`src/rtl/core/i2a_pkg.sv`:
```
// shared constants, types and sizing functions of the integer to ascii formatter
`default_nettype none
package i2a_pkg;

	localparam int VALUE_BITS_DEF  = 32;
	localparam int STEPS_PER_STAGE = 8;

	// format opcodes
	localparam logic [1:0] OP_UDEC = 2'd0;
	localparam logic [1:0] OP_SDEC = 2'd1;
	localparam logic [1:0] OP_HEXL = 2'd2;
	localparam logic [1:0] OP_HEXU = 2'd3;

	// ascii codes
	localparam logic [7:0] CH_ZERO    = 8'h30;
	localparam logic [7:0] CH_MINUS   = 8'h2D;
	localparam logic [7:0] CH_LOWER_A = 8'h61;
	localparam logic [7:0] CH_UPPER_A = 8'h41;
	localparam logic [7:0] CH_TEN     = 8'd10;

	typedef struct packed {
		logic hex;
		logic upper;
		logic neg;
	} fmt_t;

	// decimal digits of 2^w - 1 (1233 / 4096 ~ log10(2))
	function automatic int dec_digits(input int w);
		return ((w * 1233) >> 12) + 1;
	endfunction

	function automatic int nibble_digits(input int w);
		return (w + 3) >> 2;
	endfunction

	function automatic int num_digits(input int w);
		return (dec_digits(w) > nibble_digits(w)) ? dec_digits(w) : nibble_digits(w);
	endfunction

	function automatic int num_stages(input int w);
		return (w + STEPS_PER_STAGE - 1) / STEPS_PER_STAGE;
	endfunction

endpackage
`default_nettype wire

```
`src/rtl/core/i2a_front.sv`:
```
// entry stage: format decode and two's-complement magnitude
`default_nettype none
module i2a_front import i2a_pkg::*; #(
	parameter int VALUE_BITS = VALUE_BITS_DEF
) (
	input  wire logic                  clk,
	input  wire logic                  arst_n,
	input  wire logic                  load,
	input  wire logic                  leave,
	input  wire logic [VALUE_BITS-1:0] value,
	input  wire logic [1:0]            opcode,
	output logic                       valid_s1,
	output fmt_t                       fmt_s1,
	output logic [num_stages(VALUE_BITS)*STEPS_PER_STAGE-1:0] bin_s1
);

	localparam int PW = num_stages(VALUE_BITS) * STEPS_PER_STAGE;

	fmt_t                  fmt_d;
	logic [VALUE_BITS-1:0] mag_d;

	always_comb begin
		fmt_d.hex   = (opcode == OP_HEXL) || (opcode == OP_HEXU);
		fmt_d.upper = (opcode == OP_HEXU);
		fmt_d.neg   = (opcode == OP_SDEC) && value[VALUE_BITS-1];
		// most negative value negates to itself, which is the right magnitude
		mag_d       = fmt_d.neg ? (~value + 1'b1) : value;
	end

	always_ff @(posedge clk or negedge arst_n) begin
		if (!arst_n) begin
			valid_s1 <= 1'b0;
		end else if (load) begin
			valid_s1 <= 1'b1;
		end else if (leave) begin
			valid_s1 <= 1'b0;
		end
	end

	always_ff @(posedge clk) begin
		if (load) begin
			fmt_s1 <= fmt_d;
			bin_s1 <= PW'(mag_d);
		end
	end

endmodule
`default_nettype wire

```
`src/rtl/core/i2a_dd_stage.sv`:
```
// one shift-and-add-3 stage, several bits per stage; plain shift in hex mode
`default_nettype none
module i2a_dd_stage import i2a_pkg::*; #(
	parameter int VALUE_BITS = VALUE_BITS_DEF
) (
	input  wire logic clk,
	input  wire logic arst_n,
	input  wire logic load,
	input  wire logic leave,
	input  wire fmt_t in_fmt,
	input  wire logic [num_stages(VALUE_BITS)*STEPS_PER_STAGE-1:0] in_bin,
	input  wire logic [num_digits(VALUE_BITS)*4-1:0]               in_bcd,
	output logic      valid_sn,
	output fmt_t      fmt_sn,
	output logic [num_stages(VALUE_BITS)*STEPS_PER_STAGE-1:0] bin_sn,
	output logic [num_digits(VALUE_BITS)*4-1:0]               bcd_sn
);

	localparam int PW  = num_stages(VALUE_BITS) * STEPS_PER_STAGE;
	localparam int DIG = num_digits(VALUE_BITS);
	localparam int BW  = DIG * 4;

	logic [PW-1:0] bin_nx;
	logic [BW-1:0] bcd_nx;

	always_comb begin
		bin_nx = in_bin;
		bcd_nx = in_bcd;
		for (int k = 0; k < STEPS_PER_STAGE; k++) begin
			for (int d = 0; d < DIG; d++) begin
				if (!in_fmt.hex && (bcd_nx[d*4 +: 4] >= 4'd5)) begin
					bcd_nx[d*4 +: 4] = bcd_nx[d*4 +: 4] + 4'd3;
				end
			end
			bcd_nx = {bcd_nx[BW-2:0], bin_nx[PW-1]};
			bin_nx = bin_nx << 1;
		end
	end

	always_ff @(posedge clk or negedge arst_n) begin
		if (!arst_n) begin
			valid_sn <= 1'b0;
		end else if (load) begin
			valid_sn <= 1'b1;
		end else if (leave) begin
			valid_sn <= 1'b0;
		end
	end

	always_ff @(posedge clk) begin
		if (load) begin
			fmt_sn <= in_fmt;
			bin_sn <= bin_nx;
			bcd_sn <= bcd_nx;
		end
	end

endmodule
`default_nettype wire

```
`src/rtl/core/i2a_emit.sv`:
```
// character serializer: sign, leading zero skip, then one character per cycle
`default_nettype none
module i2a_emit import i2a_pkg::*; #(
	parameter int VALUE_BITS = VALUE_BITS_DEF
) (
	input  wire logic clk,
	input  wire logic arst_n,
	input  wire logic in_valid,
	input  wire fmt_t in_fmt,
	input  wire logic [num_digits(VALUE_BITS)*4-1:0] in_bcd,
	output logic      take,
	output logic      strobe,
	output logic [7:0] char_out,
	output logic      last
);

	localparam int DIG   = num_digits(VALUE_BITS);
	localparam int ND    = dec_digits(VALUE_BITS);
	localparam int NH    = nibble_digits(VALUE_BITS);
	localparam int POS_W = $clog2(DIG);

	logic             active_q;
	logic             sign_q;
	logic             started_q;
	logic             upper_q;
	logic [POS_W-1:0] pos_q;
	logic [3:0]       dig_q [DIG];

	logic [3:0] digit;
	logic [7:0] dchar;
	logic       skip;
	logic       emit;
	logic       fin;

	always_comb begin
		digit = dig_q[pos_q];
		if (digit < 4'd10) begin
			dchar = CH_ZERO + {4'b0, digit};
		end else begin
			dchar = (upper_q ? CH_UPPER_A : CH_LOWER_A) + {4'b0, digit} - CH_TEN;
		end
		skip = active_q && !sign_q && !started_q && (digit == 4'd0) && (pos_q != '0);
		emit = active_q && !skip;
		fin  = active_q && !sign_q && !skip && (pos_q == '0);
		take = in_valid && (!active_q || fin);
	end

	always_ff @(posedge clk or negedge arst_n) begin
		if (!arst_n) begin
			active_q  <= 1'b0;
			sign_q    <= 1'b0;
			started_q <= 1'b0;
			strobe    <= 1'b0;
		end else begin
			strobe <= emit;
			if (take) begin
				active_q  <= 1'b1;
				sign_q    <= in_fmt.neg;
				started_q <= 1'b0;
			end else if (active_q) begin
				if (sign_q) begin
					sign_q <= 1'b0;
				end else if (fin) begin
					active_q <= 1'b0;
				end else if (!skip) begin
					started_q <= 1'b1;
				end
			end
		end
	end

	always_ff @(posedge clk) begin
		char_out <= sign_q ? CH_MINUS : dchar;
		last     <= fin;
		if (take) begin
			upper_q <= in_fmt.upper;
			pos_q   <= in_fmt.hex ? POS_W'(NH - 1) : POS_W'(ND - 1);
			for (int d = 0; d < DIG; d++) begin
				dig_q[d] <= in_bcd[d*4 +: 4];
			end
		end else if (active_q && !sign_q && !fin) begin
			pos_q <= pos_q - 1'b1;
		end
	end

endmodule
`default_nettype wire

```
`src/rtl/core/integer_to_ascii_formatter_top.sv`:
```
// top level of the integer to ascii formatter
// path: entry stage, then conversion stages of 8 bits each, then the serializer,
//   which skips leading zeros before the first character
// throughput: the serializer steps one digit position per cycle, skipped zeros included,
//   plus one step for a minus sign, and takes the next item as it finishes the last;
//   conversion overlaps in the pipe
// reset: arst_n clears all valid bits and the serializer's control and strobe; payload registers keep no reset
// the receiver cannot stall: each character is shown for exactly one cycle with strobe
`default_nettype none
module integer_to_ascii_formatter_top import i2a_pkg::*; #(
	parameter int VALUE_BITS = VALUE_BITS_DEF
) (
	input  wire logic                  clk,
	input  wire logic                  arst_n,
	input  wire logic                  start,
	output logic                       busy,
	input  wire logic [VALUE_BITS-1:0] value,
	input  wire logic [1:0]            opcode,
	output logic                       strobe,
	output logic [7:0]                 char_out,
	output logic                       last
);

	localparam int NSTG = num_stages(VALUE_BITS);
	localparam int PW   = NSTG * STEPS_PER_STAGE;
	localparam int BW   = num_digits(VALUE_BITS) * 4;

	// index 0 is the entry stage, 1..NSTG the conversion stages
	logic          st_valid [NSTG+1];
	logic          st_adv   [NSTG+1];
	fmt_t          st_fmt   [NSTG+1];
	logic [PW-1:0] st_bin   [NSTG+1];
	logic [BW-1:0] st_bcd   [NSTG+1];

	logic em_take;
	logic load;

	// entry stage blocks only when it holds an item that cannot move on
	assign busy = st_valid[0] && !st_adv[0];
	assign load = start && !busy;

	i2a_front #(
		.VALUE_BITS(VALUE_BITS)
	) u_front (
		.clk     (clk),
		.arst_n  (arst_n),
		.load    (load),
		.leave   (st_adv[0]),
		.value   (value),
		.opcode  (opcode),
		.valid_s1(st_valid[0]),
		.fmt_s1  (st_fmt[0]),
		.bin_s1  (st_bin[0])
	);

	// bcd accumulator starts empty
	assign st_bcd[0] = '0;

	// an item moves on when the next stage is empty or moving on itself;
	// the last stage moves on when the serializer takes it
	genvar g;
	generate
		for (g = 0; g < NSTG; g++) begin : g_adv
			assign st_adv[g] = st_valid[g] && (!st_valid[g+1] || st_adv[g+1]);
		end
	endgenerate
	assign st_adv[NSTG] = st_valid[NSTG] && em_take;

	// conversion pipe: each stage shifts in a group of bits, adding 3 to any
	// decimal digit of 5 or more before each shift; hex items shift plainly
	generate
		for (g = 1; g <= NSTG; g++) begin : g_stage
			i2a_dd_stage #(
				.VALUE_BITS(VALUE_BITS)
			) u_stage (
				.clk     (clk),
				.arst_n  (arst_n),
				.load    (st_adv[g-1]),
				.leave   (st_adv[g]),
				.in_fmt  (st_fmt[g-1]),
				.in_bin  (st_bin[g-1]),
				.in_bcd  (st_bcd[g-1]),
				.valid_sn(st_valid[g]),
				.fmt_sn  (st_fmt[g]),
				.bin_sn  (st_bin[g]),
				.bcd_sn  (st_bcd[g])
			);
		end
	endgenerate

	// serializer: optional '-', skips leading zeros, then one character per cycle
	i2a_emit #(
		.VALUE_BITS(VALUE_BITS)
	) u_emit (
		.clk     (clk),
		.arst_n  (arst_n),
		.in_valid(st_valid[NSTG]),
		.in_fmt  (st_fmt[NSTG]),
		.in_bcd  (st_bcd[NSTG]),
		.take    (em_take),
		.strobe  (strobe),
		.char_out(char_out),
		.last    (last)
	);

endmodule
`default_nettype wire

```
`config.mk`:
```
export PLATFORM = sky130hd
export DESIGN_NAME = integer_to_ascii_formatter_top
export DESIGN_NICKNAME = d
export VERILOG_FILES = /design/src/rtl/core/i2a_pkg.sv /design/src/rtl/core/i2a_front.sv /design/src/rtl/core/i2a_dd_stage.sv /design/src/rtl/core/i2a_emit.sv /design/src/rtl/core/integer_to_ascii_formatter_top.sv
export SDC_FILE = /design/constraint.sdc
export NUM_CORES = 1
export LEC_CHECK = 0
export ABC_AREA = 1
export BUFFER_PORTS_ARGS = -buffer_cell sky130_fd_sc_hd__buf_2
export CAP_MARGIN = 0
export CORE_MARGIN = 2
export CORE_UTILIZATION = 55
export CTS_CLUSTER_SIZE = 8
export DETAILED_ROUTE_END_ITERATION = 7
export PLACE_DENSITY = 0.71
export SLEW_MARGIN = 10
export SYNTH_ARGS = -nofsm -noshare
export SYNTH_HDL_FRONTEND = slang
export SYNTH_SLANG_ARGS = --single-unit
```
`constraint.sdc`:
```
create_clock -name clk -period 8.3 [get_ports clk]
set_input_delay 1.66 -clock clk [delete_from_list [all_inputs] [get_ports clk]]
set_output_delay 1.66 -clock clk [all_outputs]
set_load 0.1 [all_outputs]
```
Word-level counts from Yosys, hierarchy flattened
Memories as Yosys holds them, arrays and structs flattened. A register that Yosys moved wholly into a read port is not among the register bits.
Index checks and enable logic that the tools add are counted.
Widths: inputs -> output; s select.
- word-level logic and storage cells: 1190
- flip-flop bits (word level): 266
- RAM bits: 40
- output and inout bits: 11
- memories: 1
- input bits: 37
- reductions and logical operators: 314
- equal/unequal tests: 6
- order comparisons: 266
- multiplexer cells: 295
- add/sub/neg operators: 270
- bitwise gates (word level): 1
- memories (memory ; depth ; width ; read ports ; clocked after memory_dff ; write ports ; line ; RTL):
    u_emit.dig_q ; 10 ; 4 ; 1 ; 1 ; 10 ; i2a_emit.sv:27 ; logic [3:0] dig_q [DIG];
- operators with widths (cell ; count):
    $ge 4x3->1 const B ; 255
    $mux 4 ; 246
    $add 4x2->4 const B ; 234
    $logic_and 1x1->1 ; 282
    $mux 3 ; 22
    $add 3x2->3 const B ; 21
    $add 32x1->32 const B ; 1
    $mux 32 ; 1
    $not 32->32 ; 1
    $add 1x2->3 const B ; 9
    $ge 1x3->1 const B ; 9
    $mux 1 ; 24
    $logic_not 1->1 ; 15
    $reduce_bool 2->1 ; 7
    $add 8x4->8 ; 1
    $logic_not 4->1 ; 2
    $mux 8 ; 1
    $sub 8x4->8 const B ; 1
    $add 6x4->7 const A ; 1
    $logic_or 1x1->1 ; 6
    $mux 6 ; 1
    $ne 2x2->1 const B ; 3
    $eq 2x2->1 const B ; 2
    $lt 4x4->1 const B ; 1
    other kinds (6) ; 6

Depth between registers and ports, before layout
Gate-level depths: netlist (run 1).
- depth in word-level cells: 24
- depth in mapped cells: 73
- gate-level depth less buffers: 73

Cells and area by module
Synthesis (run 1) repeated with hierarchy kept, for this count alone.
- cells, all modules: 8259
- area total of the unflattened synthesis: 55223.0 um2
- modules (own cells, without submodules) (module ; instances ; cells each ; area each (um2)):
    i2a_dd_stage ; 4 ; 1933 ; 12598.3
    i2a_emit ; 1 ; 241 ; 2549.9
    i2a_front ; 1 ; 268 ; 2193.4
    integer_to_ascii_formatter_top ; 1 ; 18 ; 86.3

Worst setup path after synthesis (run 1)
OpenSTA, ideal clock, no wires.
- path kind: register to register
- start: register g_stage[3].u_stage.bcd_sn[0]
- end: register g_stage[4].u_stage.bcd_sn[2], data pin
- path slack: 1623 ps
- buffers on the path: 0
- arrival: 6425 ps
- data required time: 8048 ps
- setup time: 252 ps
- stages on the path, launching flop included: 50
- cell sequence: edfxtp_1 inv_1 ha_1 nand2_1 nand2_1 nand2_1 nand2_2 xor2_1 ha_1 inv_1 o21ai_1 nand2_1 nand2_1 xor2_1 ha_1 nand2_1 nand2_1 nand2_1 [14 not listed] ha_1 inv_1 o21ai_1 nand2_1 nand2_2 xor2_1 ha_1 nand2_1 nand2_1 nand2_1 nand2_2 xor2_1 ha_1 inv_1 nor2_1 o21ai_2 nand3b_1 nand2_1
- longest elaborated chain between the ends: 24
- elaborated cells on any way between the ends: 32
- those cells by class: add/sub: 8; order compare: 8; mux: 8; reduce/logical: 8
- RTL lines (item ; line ; RTL):
    start, declared ; i2a_dd_stage.sv:16 ; output logic [num_digits(VALUE_BITS)*4-1:0] bcd_sn
    start signal, assigned ; i2a_dd_stage.sv:54 ; bcd_sn <= bcd_nx;
    $ge 4x3->1 ; i2a_dd_stage.sv:31 ; if (!in_fmt.hex && (bcd_nx[d*4 +: 4] >= 4'd5)) begin
    $logic_and 1x1->1 ; i2a_dd_stage.sv:31 ;
    $mux 4 * ; i2a_dd_stage.sv:31 ;
    $ge 4x3->1 ; i2a_dd_stage.sv:31 ;
    $logic_and 1x1->1 ; i2a_dd_stage.sv:31 ;
    $mux 4 * ; i2a_dd_stage.sv:31 ;
    $ge 4x3->1 ; i2a_dd_stage.sv:31 ;
    $logic_and 1x1->1 ; i2a_dd_stage.sv:31 ;
    [9 not listed] ; - ;
    $mux 4 * ; i2a_dd_stage.sv:31 ;
    $ge 4x3->1 ; i2a_dd_stage.sv:31 ;
    $logic_and 1x1->1 ; i2a_dd_stage.sv:31 ;
    $mux 4 * ; i2a_dd_stage.sv:31 ;
    $ge 4x3->1 ; i2a_dd_stage.sv:31 ;
    $logic_and 1x1->1 ; i2a_dd_stage.sv:31 ;
    $mux 4 * ; i2a_dd_stage.sv:31 ;
    named net g_stage[4].u_stage.bcd_nx[2] ; i2a_dd_stage.sv:24 ; logic [BW-1:0] bcd_nx;
    end signal, assigned ; i2a_dd_stage.sv:54 ;
    end, declared ; i2a_dd_stage.sv:16 ;
The timed path passes the listed nets; every way through them passes the cells marked *.
A chain may end at the register's enable or synchronous reset.

Worst setup path after layout (run 1)
- start: register g_stage[1].u_stage.bcd_sn[0]
- end: register g_stage[2].u_stage.bcd_sn[3], data pin
- longest elaborated chain between the ends: 24
- elaborated cells on any way between the ends: 32
- those cells by class: add/sub: 8; order compare: 8; mux: 8; reduce/logical: 8
- RTL lines (item ; line):
    start, declared ; i2a_dd_stage.sv:16
    start signal, assigned ; i2a_dd_stage.sv:54
    $ge 4x3->1 ; i2a_dd_stage.sv:31
    $logic_and 1x1->1 ; i2a_dd_stage.sv:31
    $mux 4 * ; i2a_dd_stage.sv:31
    $ge 4x3->1 ; i2a_dd_stage.sv:31
    $logic_and 1x1->1 ; i2a_dd_stage.sv:31
    $mux 4 * ; i2a_dd_stage.sv:31
    $ge 4x3->1 ; i2a_dd_stage.sv:31
    $logic_and 1x1->1 ; i2a_dd_stage.sv:31
    [9 not listed] ; -
    $mux 4 * ; i2a_dd_stage.sv:31
    $ge 4x3->1 ; i2a_dd_stage.sv:31
    $logic_and 1x1->1 ; i2a_dd_stage.sv:31
    $mux 4 * ; i2a_dd_stage.sv:31
    $ge 4x3->1 ; i2a_dd_stage.sv:31
    $logic_and 1x1->1 ; i2a_dd_stage.sv:31
    $mux 4 * ; i2a_dd_stage.sv:31
    named net g_stage[2].u_stage.bcd_nx[3] ; i2a_dd_stage.sv:24
    end signal, assigned ; i2a_dd_stage.sv:54
    end, declared ; i2a_dd_stage.sv:16
Marks and branches as above.

==> impl.org, run 1 <==
** Outcome
- The flow ran to the end, and the final reports show no timing, DRC or antenna violations.

** Synth
- Main synth FF type :: edfxtp_1
- Ranked by total cell area, the synthesized netlist is headed by edfxtp_1 25%, nand2_1 16%, ha_1 8.6%.
- Averaged over all synthesized cells, the footprint is 7.03 sq um.
- Gate Count Post-Synth :: about 4k
- Yosys mapped a number of flops with a built-in enable equal to 242.
- Cell type with the largest total area after synthesis :: edfxtp_1
- Number of warnings reported in the yosys synthesis log :: 0
- Sequential area share after synthesis :: 26.9%
- FFs w/ async S/R, synth :: 3.42%
- Distinct cell type count of the synthesized netlist :: 70
- The share of synthesized area in the top cell type comes to 25.3%.
- Synthesized netlist net count :: 4319
- Syn Std Cell Area :: 28700 sq um
- The synthesized design contains 263 register bits.

** Global route
- Pin count of the biggest net entering global routing :: 94
- The total overflow left after global routing is 0.
- Overall track demand over capacity in global routing :: between 10% and 20%
- The initial antenna violation count was 0.
- The first global-routing pass estimated a little over 90 mm of wire.
- The number of global-route vias before repair came to around 22k.

** CTS
- The tree built by TritonCTS fans out to ~260 sinks.
- Number of buffers inserted for hold repair after clock tree synthesis :: 0
- Clock tree from TritonCTS :: built
- The number of clock buffers added by TritonCTS is 40.
- Clock insertion delay at the later pin of the skew report :: around 540 ps
- Clock-pin slew was measured on the worst setup and hold paths at approximately 50 ps.
- Post-CTS setup buffers :: 0
- The tree is rooted in a clkbuf_16.
- H-Tree Level Count :: 2
- Gates resized, CTS repair :: 0
- No sink is reached through more buffers than the 3 on the longest clock path.

** Die
- The die is 232 um wide.
- Num ports :: 48
- Measured along the y axis, the die boundary spans around 230 um.
- Die area :: 54000 sq um
- For this configuration, the core starts out at a cell density of a little under three fifths.
- The initialized floorplan defines 83 standard-cell rows.
- Core Area :: 51500 sq um

** Placement
- Placer's final routability congestion estimate :: around 0.81
- Detailed placement finished with a half-perimeter wire length of roughly 40 mm.
- Summing all placed instances gives a cell area of 29300 sq um.
- Count of input and output buffers :: 46
- Post-placement worst setup slack :: between 800 and 900 ps

** Setup path
- Critical path class :: flop to flop
- Kind of cell adding the most delay to the critical path :: simple AND/OR/NAND/NOR gates
- Counting both buffers and inverters, the worst setup path holds a total of 10.
- Slowest cell on crit path :: edfxtp_1
- Largest driver fanout on the critical path :: 5
- Slowest Stage Delay on Critical Path :: about 460 ps
- Data arrives at the worst endpoint at 7640 ps.
- By instance count, the cell type seen most on the critical path is nand2_1.
- Type of destination of the critical path :: flop
- Data on the critical path is required at its endpoint by 8580 ps.
- STA classifies the critical path startpoint as a flop.

** Layout
- The sequential cells in the finished layout cover a total of 7730 sq um.
- From synthesis to final layout, the design area changed by 6.37%.
- Total of fill cells in the finished design :: roughly 5k
- Of the cells placed in the final design, the portion with a size suffix greater than 1 is between 10% and 20%.
- Most used cells in the layout excluding fill and tap cells :: 1189 x nand2_1, 650 x inv_1, 435 x nand3_1
- Multi-input combinational cell area :: around 18000 sq um
- The finished cells cover 30500 sq um.
- The library cell used most frequently in the layout, excluding fill and tap cells, is nand2_1.
- The repair_antennas step left the layout with diodes totalling 0.
- Final Net Count :: 4349

** Run
- Max-cap violations in this run came to 0.

** STA
- Worst hold slack after final layout :: ~400 ps
- Max-slew headroom at the worst pin :: 30.4%
- Max-slew violation total from the final report :: 0
- Post-route worst setup slack :: approximately 950 ps
- Derived from the worst setup path, the maximum achievable clock frequency is 0.136 GHz.
- For the final database, setup skew stands at roughly 21 ps.
- Final critical path time including I/O delays and setup :: 7350 ps
- Final count of hold timing violations :: 0
- Pin slew with the least headroom to its limit :: ~1000 ps
- Setup violations remaining at the end of the flow were counted as 0.
- Final period util :: 88.6%

** Routing
- The detailed router finished its first iteration with 1118 violations.
- After detailed routing, the number of vias per cell comes to roughly 5.0.
- Number of iterations in the first detailed-routing pass :: 5
- Detailed-route wire length per cell :: between 10 and 15 um
- Number of nets with antenna violations after detailed routing :: 0
- For this run, design rule violations remaining after detail routing come to 0.
- The routed layout has 24.1k vias.
- Total routed wirelength :: 52.6 mm

** Min path
- The path class of the tightest hold or removal check is flop to flop.
==> state kept, by name (all words and copies together) (netlist names), 3 cells and up, named ones only <==
register,flops
g_stage.u_stage.bin_sn,48
g_stage.u_stage.fmt_sn,12
u_front.bin_s1,32
u_emit.char_out,7
g_stage.u_stage.bcd_sn,102
g_stage.u_stage.valid_sn,4
u_emit.dig_q,40
u_front.fmt_s1,3
u_emit.pos_q,4
==> logic make-up after synthesis <==
| logic type | synth area share (%) |
|---|---|
| AOI/OAI and AO/OA | 6.89 |
| xor gates and xnor gates | 5.81 |
| adders and majority gates | 8.59 |
| buffers and inverters | 11.2 |
| DFF | 26.9 |
| muxes | 0.384 |
| other | 0.0131 |
| and+or+nand+nor | 40.2 |
==> per-stage QoR <==
stage | cells | util [%] | TNS (ps)
final | 4816 | 59.3 | 0
after global routing | 4816 | 59.3 | -7.01
after CTS | 4816 | 59.2 | 0
after detailed placement | 4753 | 56.9 | 0
after global placement | 4753 | 56.9 | 0
after floorplan | 4085 | - | 0
==> cells in the mapped netlist, types with 35 or more instances <==
| cell | instances |
|---|---|
| nand2_1 | 1189 |
| inv_1 | 651 |
| nand3_1 | 435 |
| nand2_2 | 243 |
| edfxtp_1 | 242 |
| ha_1 | 197 |
| nor2_1 | 162 |
| xor2_1 | 107 |
| nand3_2 | 91 |
| o21ai_0 | 91 |
| nand4_1 | 73 |
| o21ai_1 | 52 |
| a21oi_1 | 41 |
| o21ai_2 | 41 |
| xnor2_1 | 37 |
| nand2_4 | 35 |
==> layout make-up <==
cell class                 instances  area share [%]
clock buffer                      57            3.66
clock inverter                     6           0.209
inverter                         693            8.56
multi-input combinational       3055            58.3
sequential                       263            25.3
tap                              680            2.79
timing repair buffer              62            1.15
==> worst reg2reg max path: cells and delay by family (launching register included) <==
| family | cells | cell delay [ps] |
|---|---|---|
| AOI/OAI and AO/OA | 3 | 430 |
| xor gates and xnor gates | 5 | 1040 |
| adders and majority gates | 8 | 1490 |
| buffers and inverters | 10 | 620 |
| DFF | 1 | 460 |
| and+or+nand+nor | 33 | 3030 |
==> layer usage <==
layer | vias up | global-route usage, % | part of all wire [%]
li1 | 13203 | - | -
met1 | 10625 | 25.2 | 47
met2 | 192 | 36.6 | 49
met3 | 54 | 2.18 | 2.3
met4 | 0 | 4.10 | 1.3
met5 | - | 0 | 0
==> final timing paths <==
kind	from	to	slack, ps	depth (start not counted)
worst max-delay path	g_stage[1].u_stage.bcd_sn[0]	g_stage[2].u_stage.bcd_sn[3]	950	59
worst min-delay path	g_stage[4].u_stage.bcd_sn[15]	u_emit.dig_q[3][3]	400	0
worst max register to register	g_stage[1].u_stage.bcd_sn[0]	g_stage[2].u_stage.bcd_sn[3]	950	59
worst min register to register	g_stage[4].u_stage.bcd_sn[15]	u_emit.dig_q[3][3]	400	0
max in group asynchronous	arst_n	g_stage[3].u_stage.valid_sn	7130	1
min in group asynchronous	arst_n	u_front.valid_s1	980	1
Power of run 1 is left out: the tool's default activity adds up to more than one toggle a clock period on the data nets, which glitch-free logic cannot reach.
==> run 2: changes to the inputs <==
==> constraint.sdc (replaced) <==
create_clock -name clk -period 8.3 [get_ports clk]
set_input_delay 0 -clock clk [delete_from_list [all_inputs] [get_ports clk]]
set_output_delay 0 -clock clk [all_outputs]
set_load 0.1 [all_outputs]
==> run 2 against run 1 <==
  * Critical path depth did not move
  * Sequential share of layout area fell by 0.38 points
  * Cell count rose by 0.98%
  * Register-to-register slack barely moved
  * Flip-flop and latch count did not move
  * Worst hold slack got worse by 190 ps
==> impl.org, run 2 (synthesized netlist as in run 1, its figures left out) <==
** Outcome
- The flow ran to the end, and the final reports show no timing, DRC or antenna violations.

** STA
- Final period util :: 88.6% (about the same)
- Sum of negative setup slack :: 0 ps (unchanged)
- # setup viols final :: 0 (unchanged)
- Final count of hold timing violations :: 0 (unchanged)
- The maximum achievable frequency came to 0.136 GHz (about the same).
- Max-slew headroom at the worst pin :: 30.5% (+0.13 points)
- The clock tree skew after final layout was 21.2 ps (+0.146 ps).
- Max-slew violation total from the final report :: 0 (unchanged)
- Final critical path time including I/O delays and setup :: 7360 ps (+1.49 ps)
- The actual transition at the worst max-transition pin came to 1040 ps (-2.01 ps).
- Worst hold slack after final layout :: 212 ps (-191 ps)

** Placement
- Count of input and output buffers :: 46 (unchanged)
- The placed cell count is 4753 (unchanged).
- Placer's final routability congestion estimate :: 0.809 (unchanged)
- The detailed placement HPWL came to 41.0 mm (unchanged).

** Setup path
- Largest driver fanout on the critical path :: 5 (unchanged)
- The largest individual stage delay along the critical path comes from the cell edfxtp_1.
- Type of destination of the critical path :: flop
- Critical path class :: flop to flop
- The critical path arrival came to 7640 ps (about the same).
- Most frequent cell on the critical path :: nand2_1
- Data required time of the worst path :: 8580 ps (about the same)
- The largest stage delay on the critical path is 460 ps (about the same).
- STA classifies the critical path startpoint as a flop.

** CTS
- Clock-pin slew on the worst setup and hold paths :: 50 ps (about the same)
- The deepest level of the CTS H-tree is 2 (unchanged).
- Clock tree root buffer cell :: clkbuf_16
- Post-CTS setup buffers :: 0 (unchanged)
- The clock insertion delay at the later pin of the skew report came to 550 ps (about the same).
- The clock sink total is 263 (unchanged).
- TritonCTS built the clock tree.
- The number of buffers created by CTS was 40 (unchanged).
- Number of buffers on the longest clock path :: 3 (unchanged)

** Layout
- Ranked by flip-flop count, first place goes to g_stage.u_stage.bcd_sn.
- Share of final-layout standard cells stronger than drive strength 1 :: 15.7% (-0.18 points)
- The number of nets in the layout is 4396 (+1.1%).
- The post-route non-filler standard cell count came to 4863 (+0.98%).
- Leading cell type in the layout, fill and taps excluded :: nand2_1
- The number of antenna cells inserted was 0 (unchanged).
- Most used cells in the layout excluding fill and tap cells :: 1189 x nand2_1, 650 x inv_1, 435 x nand3_1
- Core utilization of the finished layout :: 60.2% (+0.91 points)
- Area grow syn2layout :: 8.01%
- Max reg flops :: 102 (unchanged)
- Registers with the most flip-flops :: g_stage.u_stage.bcd_sn (102), g_stage.u_stage.bin_sn (48), u_emit.dig_q (40)

** Min path
- The worst hold path belongs to the class input pin to flop.

** Run
- The number of max-capacitance violations reported came to 0 (unchanged).

** Global route
- Via count of the first global-routing pass :: 22.1k (+1.7%)
- The maximum number of pins on one net before global-route repair is 94 (unchanged).
- The combined global-route utilization of all metal layers is 20.3% (+0.36 points).
- The first-pass GRT wire length came to 94.5 mm (+1.7%).
- Antenna violations before repair :: 0 (unchanged)
- Overall overflow remaining after global route :: 0 (unchanged)

** Routing
- The starting DRC count in detailed routing came to 1107 (-0.98%).
- The number of vias after detailed routing is 24.3k (+1.1%).
- Detailed-route wire length per cell :: 11.0 um (+1.1%)
- Total routed wirelength :: 53.7 mm (+2.1%)
- Vias/cell :: 5.00 (about the same)
- Number of nets with antenna violations after detailed routing :: 0 (unchanged)
- Number of iterations in the first detailed-routing pass :: 5 (unchanged)
- The final routed DRC violation total is 0 (unchanged).

** Die
- The initial standard-cell utilization of the core is 55.7% (unchanged).
- The die boundary height came to 232 um (unchanged).
- The die width was 232 um (unchanged).
- Core Area :: 51500 sq um (unchanged)
- The standard-cell row count is 83 (unchanged).
- The floorplan die area came to 54000 sq um (unchanged).
- The number of top-level pins is 48 (unchanged).
run 2: cell count changes in the layout (fill, tap and decap cells not counted), sizes merged:
cell / previous run / this run
dlygate4sd3: 0 / 47
run 2: cell type report:
type | instances | area (sq um)
clock buffers | 57 | 1120
clock inverters | 6 | 63.8
fillers | 4762 | 20500
inverters | 693 | 2610
multi-input cells | 3055 | 17800
flip-flops and latches | 263 | 7730
well taps | 680 | 851
repair buffers | 109 | 821
run 2: critical path: cells and delay by family, from the launching register on:
| family | cells | cell delay (ps) |
|---|---|---|
| fa+ha+maj | 8 | 1480 |
| compound gates | 3 | 420 |
| flops | 1 | 460 |
| buf+inv | 10 | 620 |
| xor+xnor | 5 | 1040 |
| simple gates | 33 | 3020 |
run 2: stage by stage:
| step | setup WS, ps | area (sq um) |
|---|---|---|
| 2_1_floorplan | 1620 | 28700 |
| 3_3_place_gp | 1120 | 29300 |
| 3_5_place_dp | 815 | 29300 |
| 4_1_cts | 761 | 31000 |
| 5_1_grt | -7.01 | 31000 |
| 6_report | 945 | 31000 |
run 2: timing repair:
| item | 4_1_cts | 5_1_grt |
|---|---|---|
| hold endpoints to repair | 44 | 0 |
| gates resized for setup | 0 | 4 |
| hold buffers | 47 | 0 |
| setup endpoints to repair | 0 | 7 |
run 2: layer usage:
layer | GRT usage (%) | vias to the layer above | wire, um
met4 | 4.58 | 0 | 843
li1 | - | 13302 | -
met5 | 0 | - | 0
met3 | 2.29 | 63 | 1290
met2 | 37.3 | 210 | 26300
met1 | 25.4 | 10752 | 25200
run 2: worst paths after layout:
path / start / end / slack (ps) / cells after the start
max in group asynchronous: arst_n / u_emit.strobe / 7480 / 3
min in group asynchronous: arst_n / u_front.valid_s1 / 500 / 3
worst max-delay path: g_stage[1].u_stage.bcd_sn[0] / g_stage[2].u_stage.bcd_sn[3] / 940 / 59
worst min register to register: g_stage[4].u_stage.bcd_sn[15] / u_emit.dig_q[3][3] / 400 / 0
worst max register to register: g_stage[1].u_stage.bcd_sn[0] / g_stage[2].u_stage.bcd_sn[3] / 940 / 59
worst min-delay path: opcode[1] / u_front.fmt_s1[2] / 210 / 2
Power of run 2 is left out for the same reason.
==> run 3: changes to the inputs <==
Settings changed: ABC_AREA 1 to default.
==> run 3 against run 2 <==
  * Cell area is 17% higher
  * Routed wire length is 50% higher
  * Cell count is 0.41% lower
  * Clock skew is 17 ps higher
  * Setup slack worse by 600 ps
  * First-iteration DRC count is 66% higher
  * Synthesized cell count is 4.8% lower
==> impl.org, run 3 <==
** Outcome
- Run status :: completed

** Routing
- The number of vias after detailed routing came to 30.2k (+24%).
- The length of the first detailed-routing pass in iterations was 6 (+1).
- The via density per instance is 6.24 (+25%).
- Total routed wirelength :: 80.6 mm (+50%)
- Number of DRC violations after detailed routing :: 0 (unchanged)
- The post-route antenna net violation count is 0 (unchanged).
- The starting DRC count in detailed routing was 1841 (+66%).
- Detailed-route wire length per cell :: 16.6 um (+51%)

** STA
- Final count of hold timing violations :: 0 (unchanged)
- The number of setup violations in the final report was 0 (unchanged).
- Max-slew headroom at the worst pin :: 26.6% (-3.9 points)
- The maximum achievable frequency was 0.126 GHz (-7.5%).
- Worst hold slack after final layout :: 208 ps (-4.58 ps)
- Pin slew with the least headroom to its limit :: 1100 ps (+61.4 ps)
- Clock skew after layout :: 38.2 ps (+17.0 ps)
- Final period util :: 95.8% (+7.2 points)
- The final period demand of the worst path was 7950 ps (+599 ps).
- The max-slew violation total from the final report was 0 (unchanged).

** Setup path
- Launch point of the critical path :: g_stage[1].u_stage.bcd_sn[1]
- Worst reg-to-reg path cell count :: 44 (-25%)
- Critical path class :: flop to flop
- Slowest Stage Delay on Critical Path :: 420 ps (-40 ps)
- Most frequent cell on the critical path :: xnor2_2
- The endpoint identified for the worst register-to-register timing path is g_stage[2].u_stage.bcd_sn[2].
- Type of destination of the critical path :: flop
- Setup crit start kind :: flop
- Data required time of the worst path :: 8660 ps (+80 ps)
- Data arrival time of the worst path :: 8320 ps (+680 ps)
- The maximum fanout encountered on the critical timing path came to 6 (+1).
- FF-to-FF Start :: g_stage[1].u_stage.bcd_sn[1]
- The slowest stage of the critical path is the or3_1 cell.
- The register-to-register path setup slack came to 350 ps (-600 ps).

** Synth
- Cell type with the largest total area after synthesis :: edfxtp_1
- For this run, the leading register cell type out of synthesis is edfxtp_1.
- FFs w/ async S/R, synth :: 3.42% (unchanged)
- The count of warnings emitted by yosys came to 0 (unchanged).
- The flip-flop and latch count after synthesis came to 263 (unchanged).
- The part of the Yosys area used for sequential elements came to 24.2% (-2.8 points).
- In the post-synthesis netlist, the biggest area contributors are edfxtp_1 23%, ha_1 7.7%, nor2_1 4.1%.
- Synth top cells by count :: 351 x nor2_1, 274 x nand2_1, 253 x a21oi_1
- The netlist area before placement was 32000 sq um (+11%).
- Yosys instantiated no cell more often than nor2_1.
- The net count after synthesis is 4123 (-4.5%).
- The number of synthesized flops with an enable pin is 242 (unchanged).
- The number of standard cells after synthesis was 3889 (-4.8%).
- The average instance area after synthesis was 8.23 sq um (+17%).
- The share of Yosys cell area claimed by the top area cell type was 22.7% (-2.6 points).
- Distinct cell type count of the synthesized netlist :: 138 (+97%)

** Layout
- The number of nets in the layout was 4291 (-2.4%).
- Area grow syn2layout :: 13.7%
- The number of fillers in the final layout was 4941 (+3.8%).
- Max reg flops :: 102 (unchanged)
- Registers with the most flip-flops :: g_stage.u_stage.bcd_sn (102), g_stage.u_stage.bin_sn (48), u_emit.dig_q (40)
- Diodes inserted :: 0 (unchanged)
- The final instance area was 36400 sq um (+17%).
- The storage element area is 7730 sq um (unchanged).
- The area of the multi-input gates came to 23500 sq um (+32%).
- Leading cell type in the layout, fill and taps excluded :: nor2_1
- The library cells used most frequently in the layout, excluding fill and tap cells, are 344 x nor2_1, 273 x nand2_1, 242 x edfxtp_1.
- Share of final-layout standard cells stronger than drive strength 1 :: 15.6% (-0.087 points)
- Counting flops per register, the top entry is g_stage.u_stage.bcd_sn.

** CTS
- H-Tree Level Count :: 2 (unchanged)
- Clock tree from TritonCTS :: built
- Clock insertion delay at the later pin of the skew report :: 570 ps (+20 ps)
- Number of sinks driven by the clock tree :: 263 (unchanged)
- The tree is rooted in a clkbuf_16.
- TritonCTS Buffers :: 40 (unchanged)
- The maximum clock insertion buffer count is 3 (unchanged).
- The clock input transition at the sequential cells of the worst setup and hold paths came to 50 ps (about the same).

** Min path
- The worst hold path begins at opcode[1].
- The tightest min-delay check is of the input pin to flop type.
- Destination of the worst hold path :: u_front.fmt_s1[2]
- The cell count of the worst hold path was 2 (unchanged).

** Die
- Core Area :: 57600 sq um (+12%)
- Placement Rows :: 88 (+6.0%)
- Vertical die dimension :: 245 um (+5.5%)
- The number of top-level pins is 48 (unchanged).
- The die width is 245 um (+5.5%).
- The initial standard-cell utilization of the core was 55.6% (-0.17 points).
- Die area :: 60100 sq um (+11%)

** Placement
- The number of buffer cells added on primary ports came to 46 (unchanged).
- Dpl cell area :: 33700 sq um (+15%)
- The detailed placement HPWL was 59.1 mm (+44%).
- Placer's final routability congestion estimate :: 0.906 (+12%)

** Global route
- The maximum number of pins on one net before global-route repair is 78 (-17%).
- Overall track demand over capacity in global routing :: 25.5% (+5.2 points)
- Antenna violations before repair :: 0 (unchanged)
- Via count of the first global-routing pass :: 27.7k (+25%)
- Overall overflow remaining after global route :: 0 (unchanged)
- Global-route wire length before repair :: 131 mm (+39%)

** Run
- The number of max-capacitance violations reported came to 0 (unchanged).
==> run 3: worst max-delay path: cells and delay by family (launching register included) <==
family          cells  cell delay (ps)
simple gates       18             2490
fa+ha+maj           8             1530
compound gates      7             1410
xor+xnor            7             1280
flops               1              410
buf+inv             3              360
mux                 1              250
==> run 3: layer usage <==
metal	share of wire, %	GRT usage, %
met5	0	0
met1	45	33.0
met2	49	45.7
met3	3.8	2.37
met4	1.9	6.01
==> run 3: kinds of logic (layout without fill, tap and decap cells) <==
| logic type | count (synthesis) | in the layout | share of synthesized area (%) |
|---|---|---|---|
| compound gates | 1360 | 1360 | 30.4 |
| xor+xnor | 168 | 168 | 4.67 |
| fa+ha+maj | 199 | 199 | 7.77 |
| buf+inv | 390 | 579 | 5.02 |
| flops | 263 | 263 | 24.2 |
| mux | 205 | 205 | 7.15 |
| other cells | 1 | 1 | 0.0117 |
| simple gates | 1303 | 1303 | 20.8 |
==> run 3: layout make-up <==
class,instances,area share [%]
clock buffer,58,3.05
clock inverter,5,0.158
inverter,250,2.59
multi-input combinational,3236,64.7
sequential,263,21.3
tap,765,2.63
timing repair buffer,266,5.61
==> run 3: repair_timing <==
item	in CTS	in global routing
pin swaps	3	48
gates resized for setup	9	140
cloned	0	0
buffers inserted	4	36
hold endpoints to repair	44	0
hold buffers	51	0
setup endpoints to repair	13	70
==> run 3: how the worst max path moves through the flow <==
stage / end / cells past startpoint
after global routing: g_stage[2].u_stage.bcd_sn[2] / 44
after floorplan: g_stage[2].u_stage.bcd_sn[6] / 47
after detailed placement: g_stage[3].u_stage.bcd_sn[2] / 41
final: g_stage[2].u_stage.bcd_sn[2] / 44
after global placement: g_stage[3].u_stage.bcd_sn[2] / 42
after CTS: g_stage[2].u_stage.bcd_sn[2] / 44
==> run 3: metrics by stage <==
step | setup WS (ps) | utilization, % | setup TNS (ps) | instances
after floorplan | 8.17 | - | 0 | 3889
after global placement | -17.3 | 58.5 | -17.3 | 4689
after detailed placement | -315 | 58.5 | -1610 | 4689
after CTS | 0.425 | 61.6 | 0 | 4807
after global routing | -145 | 63.2 | -692 | 4843
final | 346 | 63.2 | 0 | 4843
Power of run 3 is left out for the same reason.
